[src/design/rc6_block_cipher_ecb_cbc_core_assert.svh]
// Assertion macros for the RC6 block cipher core.
// Included by the top level; relies on clk and arst_n being in scope.
`ifndef RC6_BLOCK_CIPHER_ECB_CBC_CORE_ASSERT_SVH
`define RC6_BLOCK_CIPHER_ECB_CBC_CORE_ASSERT_SVH

// Same-cycle implication, disabled during reset.
`define RC6_ASSERT_NOW(lbl, ante, cons, msg) \
	lbl: assert property (@(posedge clk) disable iff (!arst_n) (ante) |-> (cons)) \
		else $error(msg);

// Next-cycle implication, disabled during reset.
`define RC6_ASSERT_NEXT(lbl, ante, cons, msg) \
	lbl: assert property (@(posedge clk) disable iff (!arst_n) (ante) |=> (cons)) \
		else $error(msg);

`endif

[src/design/rc6_pkg.sv]
// Shared types, constants and word functions for the RC6 block cipher core.
// No dependencies; used by the controller, datapath and top level.
package rc6_pkg;

	localparam int unsigned NUM_ROUNDS_DEF = 20;
	localparam int unsigned BLK_W = 128;
	localparam int unsigned CFG_W = 64;
	localparam int unsigned PADDR_W = 6;

	localparam logic [31:0] MAGIC_P = 32'hB7E15163;
	localparam logic [31:0] MAGIC_Q = 32'h9E3779B9;

	localparam logic [2:0] REG_KEY_LOW = 3'd0;
	localparam logic [2:0] REG_KEY_HIGH = 3'd1;
	localparam logic [2:0] REG_IV_LOW = 3'd2;
	localparam logic [2:0] REG_IV_HIGH = 3'd3;
	localparam logic [2:0] REG_DIRECTION = 3'd4;
	localparam logic [2:0] REG_CHAIN_MODE = 3'd5;

	typedef struct packed {
		logic [63:0] key_low;
		logic [63:0] key_high;
		logic [63:0] iv_low;
		logic [63:0] iv_high;
		logic direction;
		logic chain_mode;
	} rc6_cfg_t;

	typedef struct packed {
		logic accept;
		logic ks_init;
		logic ks_a;
		logic ks_b;
		logic load;
		logic pre1;
		logic pre2;
		logic mix;
		logic rnd;
		logic post1;
		logic post2;
		logic finish;
	} rc6_cmd_t;

	typedef struct packed {
		logic out_busy;
	} rc6_sts_t;

	function automatic logic [31:0] rotl32(input logic [31:0] x, input logic [4:0] n);
		logic [63:0] tmp;
		tmp = {x, x} << n;
		return tmp[63:32];
	endfunction

	function automatic logic [31:0] rotr32(input logic [31:0] x, input logic [4:0] n);
		logic [63:0] tmp;
		tmp = {x, x} >> n;
		return tmp[31:0];
	endfunction

	function automatic logic [31:0] mixf(input logic [31:0] x);
		logic [31:0] prod;
		prod = x * {x[30:0], 1'b1};
		return {prod[26:0], prod[31:27]};
	endfunction

endpackage

[src/design/rc6_ctrl.sv]
// Sequencing state machine for the RC6 core: key schedule, rounds, result hand-off.
// Depends on rc6_pkg for the command and status structs.
module rc6_ctrl #(
	parameter int unsigned NUM_ROUNDS = rc6_pkg::NUM_ROUNDS_DEF
) (
	input logic clk,
	input logic arst_n,
	input logic in_valid,
	input logic in_first,
	output logic in_ready,
	input rc6_pkg::rc6_sts_t sts,
	output rc6_pkg::rc6_cmd_t cmd
);

	localparam int unsigned RkCount = 2 * NUM_ROUNDS + 4;
	localparam int unsigned StepW = $clog2(3 * RkCount);
	localparam int unsigned RndW = $clog2(NUM_ROUNDS + 1);

	localparam logic [3:0] ST_IDLE = 4'd0;
	localparam logic [3:0] ST_KSA = 4'd1;
	localparam logic [3:0] ST_KSB = 4'd2;
	localparam logic [3:0] ST_LOAD = 4'd3;
	localparam logic [3:0] ST_PRE1 = 4'd4;
	localparam logic [3:0] ST_PRE2 = 4'd5;
	localparam logic [3:0] ST_MIX = 4'd6;
	localparam logic [3:0] ST_RND = 4'd7;
	localparam logic [3:0] ST_POST1 = 4'd8;
	localparam logic [3:0] ST_POST2 = 4'd9;
	localparam logic [3:0] ST_DONE = 4'd10;

	logic [3:0] state_q, state_d;
	logic [StepW-1:0] step_q, step_d;
	logic [RndW-1:0] rnd_q, rnd_d;

	always_comb begin
		state_d = state_q;
		step_d = step_q;
		rnd_d = rnd_q;
		cmd = '0;
		in_ready = 1'b0;
		case (state_q)
			ST_IDLE: begin
				in_ready = 1'b1;
				if (in_valid) begin
					cmd.accept = 1'b1;
					cmd.ks_init = in_first;
					step_d = '0;
					state_d = in_first ? ST_KSA : ST_LOAD;
				end
			end
			ST_KSA: begin
				cmd.ks_a = 1'b1;
				state_d = ST_KSB;
			end
			ST_KSB: begin
				cmd.ks_b = 1'b1;
				step_d = step_q + 1'b1;
				state_d = (step_q == StepW'(3 * RkCount - 1)) ? ST_LOAD : ST_KSA;
			end
			ST_LOAD: begin
				cmd.load = 1'b1;
				state_d = ST_PRE1;
			end
			ST_PRE1: begin
				cmd.pre1 = 1'b1;
				state_d = ST_PRE2;
			end
			ST_PRE2: begin
				cmd.pre2 = 1'b1;
				rnd_d = RndW'(1);
				state_d = ST_MIX;
			end
			ST_MIX: begin
				cmd.mix = 1'b1;
				state_d = ST_RND;
			end
			ST_RND: begin
				cmd.rnd = 1'b1;
				rnd_d = rnd_q + 1'b1;
				state_d = (rnd_q == RndW'(NUM_ROUNDS)) ? ST_POST1 : ST_MIX;
			end
			ST_POST1: begin
				cmd.post1 = 1'b1;
				state_d = ST_POST2;
			end
			ST_POST2: begin
				cmd.post2 = 1'b1;
				state_d = ST_DONE;
			end
			ST_DONE: begin
				if (!sts.out_busy) begin
					cmd.finish = 1'b1;
					state_d = ST_IDLE;
				end
			end
			default: begin
				state_d = ST_IDLE;
			end
		endcase
	end

	always_ff @(posedge clk or negedge arst_n) begin
		if (!arst_n) begin
			state_q <= ST_IDLE;
			step_q <= '0;
			rnd_q <= '0;
		end else begin
			state_q <= state_d;
			step_q <= step_d;
			rnd_q <= rnd_d;
		end
	end

endmodule

[config.mk]
export PLATFORM = sky130hd
export DESIGN_NAME = rc6_ctrl
export DESIGN_NICKNAME = d
export VERILOG_FILES = /design/src/design/rc6_block_cipher_ecb_cbc_core_assert.svh /design/src/design/rc6_pkg.sv /design/src/design/rc6_ctrl.sv
export SDC_FILE = /design/constraint.sdc
export NUM_CORES = 1
export LEC_CHECK = 0
export BUFFER_PORTS_ARGS = -buffer_cell sky130_fd_sc_hd__buf_2
export CORE_MARGIN = 1.5
export CORE_UTILIZATION = 48
export CTS_BUF_LIST = sky130_fd_sc_hd__clkbuf_8 sky130_fd_sc_hd__clkbuf_16
export DETAILED_ROUTE_END_ITERATION = 6
export GPL_TIMING_DRIVEN = 0
export PLACE_DENSITY = 0.79
export SYNTH_ARGS = -nofsm -noshare
export SYNTH_HDL_FRONTEND = slang
export SYNTH_SLANG_ARGS = --single-unit
export TNS_END_PERCENT = 20
[constraint.sdc]
create_clock -name clk -period 1.54 [get_ports clk]
set_input_delay 0.077 -clock clk [delete_from_list [all_inputs] [get_ports clk]]
set_output_delay 0.077 -clock clk [all_outputs]
set_load 0.05 [all_outputs]
==> impl_results.md <==
* Largest family of logic cells by synthesized area: simple AND/OR/NAND/NOR gates
* Post-Synth Simple-Gate Area at 30.2%
* Area Growth Syn to Fin at 32.4%
* Starting Density at 50.3%
* Design area at 0.00129 sq mm
* Top_reg_cell synth: dfrtp_1
* Hold Path Class: primary input to flop
* Initial antenna violation count at 0
* Core area at 0.00194 sq mm
* Top cell type's share of synthesized area at 43.5%
* Max-Slew Margin vs Limit at 74.0%
* Slew @ Worst Pin at 0.389 ns
* R2R Path Start: state_q[3]
* Final min period at 1.65 ns
* H-tree depth at 1
* Crit path launch type: flop
* Die Ht at 48.1 um
* Clk root buf: clkbuf_8
* Worst Skew at 0.00687 ns
* Crit Path Category: flop to output pin
* Max stage delay on crit path at 0.57 ns
* Post-placement cell area at 0.00111 sq mm
* Number of diodes at 0
* Vias in the first global route at 751
* Flops & latches, synth at 17
* Layout cells sized above 1 at 31.6%
* Largest buffer count on any clock path at 2
* Syn avg cell area at 8.88 sq um
* Synth async-reset ratio at 100%
* Worst setup margin at -0.112 ns
* Largest net degree at the start of global routing at 18
* Min Hold Slack at 0.0834 ns
* Worst Path Arrival at 1.58 ns
* First-pass GRT wire length at 3200 um
* Largest area contributor in the netlist: dfrtp_1
* Top cells by area, synth: dfrtp_1, nor2_1, nand2_1, ha_1, nand4_1
* RePlAce Congestion at 0.812
* Vias at 906
* Antenna viol nets, final at 0
* Row count at 16
* Post-layout net count at 145
* Synth Area in Compound Gates at 14.1%
* Cell Pwr Density at 1710 mW/mm^2
* Wire per inst at 12.6 um
* Final wirelength at 2050 um
* HPWL Detailed at 1430 um
* Crit-path slowest cell: or4b_4
* Crit path max fanout at 8
* Die area at 0.00232 sq mm
* CTS tree: built
* Multiplexer area fraction after synthesis at 0%
* Number of DRC markers in iteration 0 at 7
* Final Cycle Share at 107%
* Worst-Skew Late Latency at 0.25 ns
* Peak Freq at 605 MHz
* Critical path endpoint: cmd[8]
* Congestion Overflow GR at 0
* Clock-pin slew on the worst setup and hold paths at 0.07 ns
* Fillers at 154
* CP Launch Point: state_q[3]
* Synthesized net count at 118
* Worst reg2reg setup slack at -0.08 ns
* Number of CTS-inserted buffers at 3
* WP depth at 4
* Boundary Pins at 18
* Vias/cell at 5.56
* Seq/Total Area, Yosys at 43.5%
* Buf+Inv Stages, Crit Path at 3
* GRT Util Overall at 20.2%
* Post-synthesis cell area at 977 sq um
* Cells after Synth at 110
* Unrepaired setup endpoints after global routing: yes
* Reg2reg end: step_q[6]
* Synth warn at 0
* Status: finished, violations left
* Slew Limit Fails at 0
* Final Hold Viols at 0
* Crit path cell chain: buf_6 -> or4b_4 -> clkinv_8 -> buf_12
* Synth Area in Adders at 3.84%
* Port bufs at 17
* Post-place setup slack at -0.213 ns
* R2R cell count at 6
* Final setup vio count at 12
* Post-synth EDFFs at 0
* Largest delay share family, worst path: simple AND/OR/NAND/NOR gates
* Unique masters post-synth at 35
* Residual DRC at 0
* Max_cap viols at 0
* Pleak at 0.628 nW
* TNS Setup at -0.526 ns
* First drt pass iteration count at 4
* Crit path capture type: output pin
* Die width at 48.1 um
* CTS sink count at 17
* Synth Area in XOR/XNOR at 2.69%
* Peak supply drop at 0.00104 V
* Failing checks: negative setup slack
* WP data required at 1.46 ns
-- worst min path at each step --
stage | end | depth (start not counted) | start | slack, ns
floorplan | rnd_q[0] | 0 | arst_n | -0.22
global placement | state_q[2] | 1 | arst_n | 0.02
detailed placement | state_q[2] | 1 | arst_n | 0.02
CTS | state_q[1] | 2 | sts | 0.08
global route | state_q[1] | 2 | sts | 0.09
finish | state_q[1] | 2 | sts | 0.08
-- metrics by stage --
stage / cells / util [%] / power, mW
2_1_floorplan: 110 / - / 1.58
3_5_place_dp: 154 / 57.4 / 1.79
6_report: 163 / 66.6 / 2.21
3_3_place_gp: 154 / 57.4 / 1.76
4_1_cts: 162 / 65.3 / 2.21
5_1_grt: 163 / 66.6 / 2.39
-- cells in the final DEF, fill, tap and decap left out, types with 5 or more instances in the layout --
master / n
buf_4: 10
buf_6: 6
nand3_1: 5
inv_1: 5
buf_2: 5
nor2_1: 10
o21ai_1: 9
dfrtp_1: 15
nand2_1: 10
nand4_1: 6
-- Yosys cell counts, drive strengths merged, types with 2 or more instances --
cell type	instances
nand4	6
xor2	3
nand2b	2
ha	3
and3	3
buf	3
nand2	11
o21ai	12
a21oi	4
nor3	5
nor2	13
inv	5
dfrtp	17
nor4	2
o22ai	2
nand3	5
nand3b	2
-- final cells by class --
class	instances	area (sq um)	area share, %
multi-input cells	83	527	40.7
flip-flops and latches	17	428	33.1
repair buffers	24	209	16.2
clock buffers	3	41.3	3.19
inverters	6	35.0	2.71
well taps	27	33.8	2.61
plain buffers	2	16.3	1.26
clock inverters	1	3.75	0.290
-- cells by family (layout without fill, tap and decap cells) --
logic type | count (synthesis) | after routing
fa+ha+maj | 3 | 3
compound gates | 23 | 23
simple gates | 54 | 54
flops | 17 | 17
xor+xnor | 3 | 3
buf+inv | 10 | 36
-- worst register-to-register path, cell delays in order (launching register included) --
cell and delay, ns:
dfrtp_1 0.38, buf_6 0.14, or4b_4 0.57, clkinv_8 0.10, nand4_1 0.13, nand3_1 0.11
o21ai_1 0.06
-- report_power, final --
part,leakage [nW],switching [mW],internal (mW)
sequential,0.205,0.223,0.641
combinational,0.397,0.634,0.396
clock,0.0269,0.141,0.177
total,0.628,0.998,1.21
-- per-layer routing --
layer	vias up	GRT usage (%)	share of wire, %	wire [um]
met5	-	0	0	0
met1	427	24.1	42	863
met2	25	34.9	52	1070
met3	5	5.93	4.8	98
li1	449	-	-	-
met4	0	6.49	1.1	23
-- sequential cells by signal, summed over array words and instances, names as in the netlist --
name,count
state_q,4
step_q,8
rnd_q,5
-- repair_timing --
item                       CTS  global route
hold buffers                 1             0
hold endpoints to repair    17             0
buffers inserted             3             3
gates resized for setup     25            13
pin swaps                    9             4
setup endpoints to repair   17            22
Note: power is estimated with default switching activity, not from simulation.
